### config.mk
export PLATFORM = sky130hd
export DESIGN_NAME = string_escape_decoder_core
export DESIGN_NICKNAME = d
export VERILOG_FILES = /design/src/hdl/sed_pkg.sv /design/src/hdl/string_escape_decoder_core.sv /design/src/hdl/sed_parser.sv /design/src/hdl/sed_out_reg.sv
export SDC_FILE = /design/constraint.sdc
export NUM_CORES = 1
export LEC_CHECK = 0
export ABC_CLOCK_PERIOD_IN_PS = 9200
export BUFFER_PORTS_ARGS = -buffer_cell sky130_fd_sc_hd__buf_2
export CAP_MARGIN = 20
export CORE_MARGIN = 2
export CORE_UTILIZATION = 55
export DETAILED_ROUTE_END_ITERATION = 7
export PLACE_DENSITY = 0.86
export REMOVE_ABC_BUFFERS = 1
export SYNTH_ARGS = -nofsm -noshare
export SYNTH_HDL_FRONTEND = slang
export SYNTH_SLANG_ARGS = --single-unit
### constraint.sdc
create_clock -name clk -period 9.2 [get_ports clk]
set_input_delay 1.84 -clock clk [delete_from_list [all_inputs] [get_ports clk]]
set_output_delay 1.84 -clock clk [all_outputs]
set_load 0.02 [all_outputs]
### src/hdl/sed_pkg.sv
// Shared types, character codes and helper functions for the string escape decoder.
`timescale 1ns / 1ps

package sed_pkg;

	localparam int CP_W  = 21;
	localparam int ACC_W = 16;
	localparam int HI_W  = 10;

	// Parse phases
	typedef enum logic [2:0] {
		PH_PLAIN  = 3'd0,
		PH_ESC    = 3'd1,
		PH_HEX1   = 3'd2,
		PH_WANTBS = 3'd3,
		PH_WANTU  = 3'd4,
		PH_HEX2   = 3'd5,
		PH_DROP   = 3'd6
	} phase_t;

	// What one character does
	typedef enum logic [1:0] {
		ACT_HOLD  = 2'd0,
		ACT_VALUE = 2'd1,
		ACT_ERROR = 2'd2
	} act_t;

	typedef struct packed {
		logic            valid;
		logic [CP_W-1:0] char_out;
		logic            is_error;
		logic            end_of_string;
	} res_t;

	localparam logic [CP_W-1:0] CH_DQUOTE = 21'h22;
	localparam logic [CP_W-1:0] CH_APOS   = 21'h27;
	localparam logic [CP_W-1:0] CH_BSLASH = 21'h5C;
	localparam logic [CP_W-1:0] CH_SLASH  = 21'h2F;
	localparam logic [CP_W-1:0] CH_B      = 21'h62;
	localparam logic [CP_W-1:0] CH_F      = 21'h66;
	localparam logic [CP_W-1:0] CH_N      = 21'h6E;
	localparam logic [CP_W-1:0] CH_R      = 21'h72;
	localparam logic [CP_W-1:0] CH_T      = 21'h74;
	localparam logic [CP_W-1:0] CH_U      = 21'h75;

	localparam logic [CP_W-1:0] CP_BS  = 21'h08;
	localparam logic [CP_W-1:0] CP_FF  = 21'h0C;
	localparam logic [CP_W-1:0] CP_LF  = 21'h0A;
	localparam logic [CP_W-1:0] CP_CR  = 21'h0D;
	localparam logic [CP_W-1:0] CP_TAB = 21'h09;

	localparam logic [CP_W-1:0]  SUPP_BASE = 21'h10000;
	localparam logic [ACC_W-1:0] HIGH_MIN  = 16'hD800;
	localparam logic [ACC_W-1:0] HIGH_MAX  = 16'hDBFF;
	localparam logic [ACC_W-1:0] LOW_MIN   = 16'hDC00;
	localparam logic [ACC_W-1:0] LOW_MAX   = 16'hDFFF;

	// {ok, value} of one hex digit, either case
	function automatic logic [4:0] hex_digit(input logic [CP_W-1:0] c);
		logic [4:0] r;
		r = 5'd0;
		if (c >= 21'h30 && c <= 21'h39) begin
			r = {1'b1, c[3:0]};
		end else if ((c >= 21'h61 && c <= 21'h66) || (c >= 21'h41 && c <= 21'h46)) begin
			r = {1'b1, c[3:0] + 4'd9};
		end
		return r;
	endfunction

	function automatic logic is_high_sur(input logic [ACC_W-1:0] v);
		return (v >= HIGH_MIN) && (v <= HIGH_MAX);
	endfunction

	function automatic logic is_low_sur(input logic [ACC_W-1:0] v);
		return (v >= LOW_MIN) && (v <= LOW_MAX);
	endfunction

endpackage

### src/hdl/string_escape_decoder_core.sv
// Top level of the string escape decoder: input register, parser, result register.
`timescale 1ns / 1ps

// Unescapes a quoted string streamed one code point per transfer and gives at
// most one decoded code point per input character. The block takes one
// character every clock cycle unless the input stalls; a transferred character
// sits in the input register while the parser decodes it and updates the parse
// state, and its result (if any) is loaded into the result register when the
// character advances, so the result passes through the input register and then
// the result register before it is offered on the output. The parser's
// per-character state update sets the rate. Input stalls only when a pending result
// cannot move into a full result register. Errors deliver one result with
// is_error and end_of_string set; the remainder of that string is dropped up
// to its last character. Write quote_mode only while idle.

module string_escape_decoder_core (
	input  logic                     clk,
	input  logic                     arst_n,
	input  logic                     cfg_we,
	input  logic                     cfg_wdata,
	input  logic                     in_valid,
	output logic                     in_ready,
	input  logic [sed_pkg::CP_W-1:0] char_in,
	input  logic                     last_char,
	output logic                     out_valid,
	input  logic                     out_ready,
	output logic [sed_pkg::CP_W-1:0] char_out,
	output logic                     is_error,
	output logic                     end_of_string
);
	import sed_pkg::*;

	logic            quote_mode_q;
	logic            valid_s1;
	logic [CP_W-1:0] char_s1;
	logic            last_s1;
	res_t            res;
	logic            free;
	logic            advance;

	always_ff @(posedge clk or negedge arst_n) begin
		if (!arst_n) begin
			quote_mode_q <= 1'b0;
		end else if (cfg_we) begin
			quote_mode_q <= cfg_wdata;
		end
	end

	// Advance unless a result is pending and the result register is blocked
	assign advance  = valid_s1 && (!res.valid || free);
	assign in_ready = !valid_s1 || advance;

	always_ff @(posedge clk or negedge arst_n) begin
		if (!arst_n) begin
			valid_s1 <= 1'b0;
		end else if (in_ready) begin
			valid_s1 <= in_valid;
		end
	end

	always_ff @(posedge clk) begin
		if (in_valid && in_ready) begin
			char_s1 <= char_in;
			last_s1 <= last_char;
		end
	end

	sed_parser u_parser (
		.clk        (clk),
		.arst_n     (arst_n),
		.step       (advance),
		.char_in    (char_s1),
		.last_char  (last_s1),
		.quote_mode (quote_mode_q),
		.res        (res)
	);

	sed_out_reg u_out_reg (
		.clk           (clk),
		.arst_n        (arst_n),
		.load          (advance && res.valid),
		.res           (res),
		.free          (free),
		.out_valid     (out_valid),
		.out_ready     (out_ready),
		.char_out      (char_out),
		.is_error      (is_error),
		.end_of_string (end_of_string)
	);

	a_err_shape: assert property (@(posedge clk) disable iff (!arst_n)
		out_valid && is_error |-> char_out == '0 && end_of_string)
		else $error("error result with nonzero code point or open string");

	a_stall_needs_item: assert property (@(posedge clk) disable iff (!arst_n)
		!in_ready |-> valid_s1 && res.valid && !free)
		else $error("input stalled without a blocked result");

	a_no_overwrite: assert property (@(posedge clk) disable iff (!arst_n)
		out_valid && !out_ready && advance |-> !res.valid)
		else $error("result register overwritten before transfer");

	a_load_shows: assert property (@(posedge clk) disable iff (!arst_n)
		advance && res.valid |=> out_valid)
		else $error("loaded result not presented");

endmodule

### src/hdl/sed_parser.sv
// Escape parser: phase state, hex accumulation and per-character result decode.
`timescale 1ns / 1ps

module sed_parser (
	input  logic                    clk,
	input  logic                    arst_n,
	input  logic                    step,
	input  logic [sed_pkg::CP_W-1:0] char_in,
	input  logic                    last_char,
	input  logic                    quote_mode,
	output sed_pkg::res_t           res
);
	import sed_pkg::*;

	phase_t            phase_q, phase_d;
	logic [1:0]        cnt_q, cnt_d;
	logic [ACC_W-1:0]  acc_q, acc_d;
	logic [HI_W-1:0]   hi_q, hi_d;

	act_t              act;
	logic [CP_W-1:0]   val;
	logic [4:0]        hd;
	logic [ACC_W-1:0]  acc_shift;
	logic              cnt_full;

	assign hd        = hex_digit(char_in);
	assign acc_shift = {acc_q[ACC_W-5:0], hd[3:0]};
	assign cnt_full  = (cnt_q == 2'd3);

	// Output decode
	always_comb begin
		act = ACT_HOLD;
		val = '0;
		case (phase_q)
			PH_ESC: begin
				case (char_in)
					CH_DQUOTE: begin
						act = quote_mode ? ACT_ERROR : ACT_VALUE;
						val = char_in;
					end
					CH_APOS: begin
						act = quote_mode ? ACT_VALUE : ACT_ERROR;
						val = char_in;
					end
					CH_BSLASH, CH_SLASH: begin
						act = ACT_VALUE;
						val = char_in;
					end
					CH_B: begin act = ACT_VALUE; val = CP_BS;  end
					CH_F: begin act = ACT_VALUE; val = CP_FF;  end
					CH_N: begin act = ACT_VALUE; val = CP_LF;  end
					CH_R: begin act = ACT_VALUE; val = CP_CR;  end
					CH_T: begin act = ACT_VALUE; val = CP_TAB; end
					CH_U: act = last_char ? ACT_ERROR : ACT_HOLD;
					default: act = ACT_ERROR;
				endcase
			end
			PH_HEX1, PH_HEX2: begin
				if (!hd[4]) begin
					act = ACT_ERROR;
				end else if (!cnt_full) begin
					act = last_char ? ACT_ERROR : ACT_HOLD;
				end else if (phase_q == PH_HEX1) begin
					if (is_low_sur(acc_shift)) begin
						act = ACT_ERROR;
					end else if (is_high_sur(acc_shift)) begin
						act = last_char ? ACT_ERROR : ACT_HOLD;
					end else begin
						act = ACT_VALUE;
						val = {{(CP_W-ACC_W){1'b0}}, acc_shift};
					end
				end else if (!is_low_sur(acc_shift)) begin
					act = ACT_ERROR;
				end else begin
					// combine the surrogate pair
					act = ACT_VALUE;
					val = SUPP_BASE + {{(CP_W-2*HI_W){1'b0}}, hi_q, acc_shift[HI_W-1:0]};
				end
			end
			PH_WANTBS: act = (char_in != CH_BSLASH || last_char) ? ACT_ERROR : ACT_HOLD;
			PH_WANTU:  act = (char_in != CH_U || last_char) ? ACT_ERROR : ACT_HOLD;
			PH_DROP:   act = ACT_HOLD;
			default: begin
				if (char_in == CH_BSLASH) begin
					act = last_char ? ACT_ERROR : ACT_HOLD;
				end else begin
					act = ACT_VALUE;
					val = char_in;
				end
			end
		endcase
	end

	always_comb begin
		res.valid         = (act != ACT_HOLD);
		res.is_error      = (act == ACT_ERROR);
		res.char_out      = (act == ACT_ERROR) ? '0 : val;
		res.end_of_string = (act == ACT_ERROR) ? 1'b1 : last_char;
	end

	// Next state
	always_comb begin
		phase_d = phase_q;
		cnt_d   = cnt_q;
		acc_d   = acc_q;
		hi_d    = hi_q;
		if (act == ACT_VALUE) begin
			phase_d = PH_PLAIN;
			cnt_d   = 2'd0;
			if (phase_q == PH_HEX1 || phase_q == PH_HEX2) begin
				acc_d = acc_shift;
			end
		end else if (act == ACT_ERROR) begin
			phase_d = last_char ? PH_PLAIN : PH_DROP;
			cnt_d   = 2'd0;
			acc_d   = '0;
		end else begin
			case (phase_q)
				PH_ESC, PH_WANTU: begin
					phase_d = (phase_q == PH_ESC) ? PH_HEX1 : PH_HEX2;
					cnt_d   = 2'd0;
					acc_d   = '0;
				end
				PH_HEX1, PH_HEX2: begin
					acc_d = acc_shift;
					if (!cnt_full) begin
						cnt_d = cnt_q + 2'd1;
					end else begin
						// high surrogate: wait for the second escape
						cnt_d   = 2'd0;
						hi_d    = acc_shift[HI_W-1:0];
						phase_d = PH_WANTBS;
					end
				end
				PH_WANTBS: phase_d = PH_WANTU;
				PH_DROP: begin
					if (last_char) begin
						phase_d = PH_PLAIN;
					end
				end
				default: phase_d = PH_ESC;
			endcase
		end
	end

	always_ff @(posedge clk or negedge arst_n) begin
		if (!arst_n) begin
			phase_q <= PH_PLAIN;
			cnt_q   <= 2'd0;
			acc_q   <= '0;
			hi_q    <= '0;
		end else if (step) begin
			phase_q <= phase_d;
			cnt_q   <= cnt_d;
			acc_q   <= acc_d;
			hi_q    <= hi_d;
		end
	end

endmodule

### src/hdl/sed_out_reg.sv
// Result register between the parser and the output channel.
`timescale 1ns / 1ps

module sed_out_reg (
	input  logic                     clk,
	input  logic                     arst_n,
	input  logic                     load,
	input  sed_pkg::res_t            res,
	output logic                     free,
	output logic                     out_valid,
	input  logic                     out_ready,
	output logic [sed_pkg::CP_W-1:0] char_out,
	output logic                     is_error,
	output logic                     end_of_string
);
	import sed_pkg::*;

	logic            valid_q;
	logic [CP_W-1:0] cp_q;
	logic            err_q;
	logic            eos_q;

	assign free = !valid_q || out_ready;

	always_ff @(posedge clk or negedge arst_n) begin
		if (!arst_n) begin
			valid_q <= 1'b0;
		end else if (load) begin
			valid_q <= 1'b1;
		end else if (out_ready) begin
			valid_q <= 1'b0;
		end
	end

	always_ff @(posedge clk) begin
		if (load) begin
			cp_q  <= res.char_out;
			err_q <= res.is_error;
			eos_q <= res.end_of_string;
		end
	end

	assign out_valid     = valid_q;
	assign char_out      = cp_q;
	assign is_error      = err_q;
	assign end_of_string = eos_q;

endmodule

==> flow_metrics.py <==
metrics = {
    "global_routing": {
        "grt_max_degree": 31,
        "grt_use_met3_pct": 4.83,
        "grt_pass1_vias": 2870,
        "antenna_found_initial": 0,
        "busiest_layer": "met2",
        "met2_usage_pct": 39.5,
        "grt_pass1_wl_mm": 14.4,
        "grt_use_total_pct": 25.0,
        "overflow": 0,
        "use_met1_pct": 33.3,
    },
    "cts": {
        "cts_tree": "done",
        "clk_latency_ns": 0.37,
        "clk_pin_slew_ns": 0.09,
        "post_cts_buffers": 0,
        "cts.sinks": 75,
        "cts_inserted_buffers": 9,
        "ctsHoldBuffers": 0,
        "clock-root-buffer": "clkbuf_8",
        "clockBufferDepth": 2,
        "cts_resized": 0,
        "htree_levels": 3,
    },
    "synth": {
        "ys.flop_type": "edfxtp_1",
        "synthArstFlopShare_pct": 40.0,
        "ys_types": 66,
        "synth_edf_count": 45,
        "syn_area_um2": 3810,
        "syn_avg_cell_area_um2": 11.5,
        "ys_warn_count": 0,
        "ys_seq_area_share_pct": 55.1,
        "ys_ff_latch": 75,
        "synthCells": 333,
    },
    "placed_design": {
        "place_hpwl_mm": 6.19,
        "place_congestion": 0.968,
        "port_buffers": 52,
        "place_area_um2": 4090,
        "place_ws_ns": 4.40,
    },
    "power": {
        "cellPowerDensity_nw_per_um2": 296,
        "share_seq_of_total_power_pct": 41.4,
        "switching_share_pct": 41.9,
        "ir_worst_vdd_mv": 0.140,
        "switchingPower_uw": 530,
        "internal_power_uw": 734,
        "p_leak_nw": 1.72,
        "pwr-share-comb_pct": 39.7,
        "power.clock.fraction_pct": 19.0,
    },
    "critical_path": {
        "cp-end-kind": "primary output",
        "worstPathArrival_ns": 3.39,
        "worstPathMaxFanout": 11,
        "reg2reg_slack_ns": 5.10,
        "r2r-start": "char_s1[0]",
        "required_ns": 7.36,
        "worstReg2RegEnd": "u_parser.hi_q[9]",
        "start_kind": "flop",
        "crit_type": "flop to primary output",
        "r2r_cells": 12,
    },
    "cells_and_area": {
        "seq_area_um2": 2100,
        "final_nets": 418,
        "final_common_cell": "buf_2",
        "fin_area_um2": 4270,
        "area_growth_syn_to_layout_pct": 11.8,
        "final_layout_size_suffix_gt1_share_pct": 23.3,
        "fillers": 518,
        "diodes": 0,
        "layout_common_cells": "buf_2 (52), edfxtp_1 (45), nand2_1 (33)",
        "multi_input_area_um2": 1590,
    },
    "sta": {
        "rsz0062_at_grt": "false",
        "period_needed_ns": 5.23,
        "fin_crit_sh_pct": 56.8,
        "drv_slew": 0,
        "setup_tns_ns": 0,
        "skew_ns": 0.00919,
        "setup_viol_count_final": 0,
        "hold_viol_final": 0,
        "tightest_slew_ns": 0.973,
        "maxSlewHeadroom_pct": 35.1,
        "layout_setup_ws_ns": 3.97,
        "fmax_mhz": 191,
    },
    "route": {
        "drcViolationCount": 0,
        "drt_iter0_markers": 491,
        "drtPass1Iterations": 5,
        "vias": 3032,
        "wl_mm": 8.87,
        "routedWlPerCell_um": 19.0,
        "drtAntennaViolNets": 0,
        "vias_per_cell": 6.51,
    },
    "worst_hold_path": {
        "min_path_cells": 2,
        "hold_end": "u_parser.cnt_q[1]",
        "holdCritPathClass": "flop to flop",
        "hold_path_startpoint": "u_parser.cnt_q[1]",
    },
    "die": {
        "initial_core_util_pct": 56.5,
        "die_width_um": 87.3,
        "placementRows": 30,
        "fp.dieH_um": 87.3,
        "design.core.area_um2": 6760,
        "dieArea_um2": 7620,
        "io_pins": 53,
    },
    "status": {
        "status": "finished, final reports clean",
    },
    "job": {
        "maxCapViolations": 0,
    },
}
[state kept, by name (all words and copies together) (netlist names), 2 cells and up]
| register | flops |
|---|---|
| u_parser.phase_q | 3 |
| char_s1 | 21 |
| u_parser.cnt_q | 2 |
| u_parser.hi_q | 10 |
| u_parser.acc_q | 12 |
| u_out_reg.char_out | 21 |
[worst max-delay path: stages, from the launching register on]
cell	delay [ns]
edfxtp_1	0.56
ha_1	0.29
or4_1	0.43
o32ai_1	0.24
nor4bb_1	0.10
o211ai_2	0.36
o21ai_0	0.21
and3_1	0.25
ha_1	0.23
nor2_1	0.11
nand2_1	0.08
buf_2	0.16
[worst max-delay path by stage]
| stage | from | to | slack, ns | depth (start not counted) |
|---|---|---|---|---|
| after floorplan | char_s1[0] | in_ready | 4.79 | 10 |
| after global placement | char_s1[0] | in_ready | 4.54 | 11 |
| after detailed placement | char_s1[0] | in_ready | 4.40 | 11 |
| after CTS | char_s1[0] | in_ready | 3.99 | 11 |
| after global routing | char_s1[1] | in_ready | 3.61 | 12 |
| final | char_s1[0] | in_ready | 3.97 | 11 |
[area by class of cell]
cell class,count,share of cell area [%]
well taps,80,2.35
clock buffers,9,2.90
repair buffers,53,6.28
multi-input cells,234,37.2
inverters,8,0.704
flip-flops and latches,75,49.3
clock inverters,7,1.35
[power groups by stage]
stage	sequential (mW)	combinational, mW	clock (mW)
6_report	0.523	0.501	0.240
5_1_grt	0.533	0.548	0.253
4_1_cts	0.521	0.497	0.240
3_5_place_dp	0.528	0.493	0
3_3_place_gp	0.526	0.480	0
2_1_floorplan	0.591	0.272	0
[synth_stat cells, drive strengths merged, types with 2 or more instances]
cell    instances  share of area (%)
or4             2               0.39
a21boi          2               0.39
or3b            2               0.46
nand3b          5               0.98
a21oi          11                1.5
dfrtp          30                 20
xnor2           4               0.92
edfxtp         45                 35
nand4           2               0.33
or3             4               0.79
a31oi           2               0.33
nor3b           2               0.39
a22o           15                3.4
and3            3               0.49
nor3            9                1.4
o21ai          32                4.2
a211oi          2               0.39
nor4            4               0.66
nand2b          7                1.1
o211ai          4               0.92
nor2           14                1.4
o41ai           3               0.69
mux2            8                2.4
o32ai           2               0.46
inv             8               0.79
and4            2               0.46
o311ai          3               0.89
clkbuf          6               0.59
nand2          33                3.2
nand3          10                1.3
ha              9                3.0
nand4b          3               0.69
o31ai           2               0.39
o22ai           3               0.49
or2             4               0.66
buf            10                2.0
nor4bb          2               0.52
mux2i           7                1.8
[stage by stage]
step | hold WS [ns] | utilization, % | power (mW) | std cells
2_1_floorplan | 0.448 | - | 0.863 | 317
3_5_place_dp | 0.476 | 60.5 | 1.02 | 450
3_3_place_gp | 0.464 | 60.5 | 1.01 | 450
5_1_grt | 0.523 | 63.1 | 1.33 | 466
4_1_cts | 0.493 | 63.1 | 1.26 | 466
6_report | 0.489 | 63.1 | 1.26 | 466
[metal layers]
layer  up-vias  part of all wire (%)
met1      1440                    40
met4         0                   2.7
met5         -                     0
met3        32                   7.7
met2       192                    49
li1       1368                     -
[kinds of logic (layout without fill, tap and decap cells)]
kind of cell,count (synthesis),after routing,synth area share [%]
compound gates,91,91,16.4
xor+xnor,5,5,1.15
fa+ha+maj,9,9,2.95
buf+inv,24,77,3.41
flops,75,75,55.1
mux,15,15,4.20
simple gates,114,114,16.8
Power figures use the tool's default switching activity.
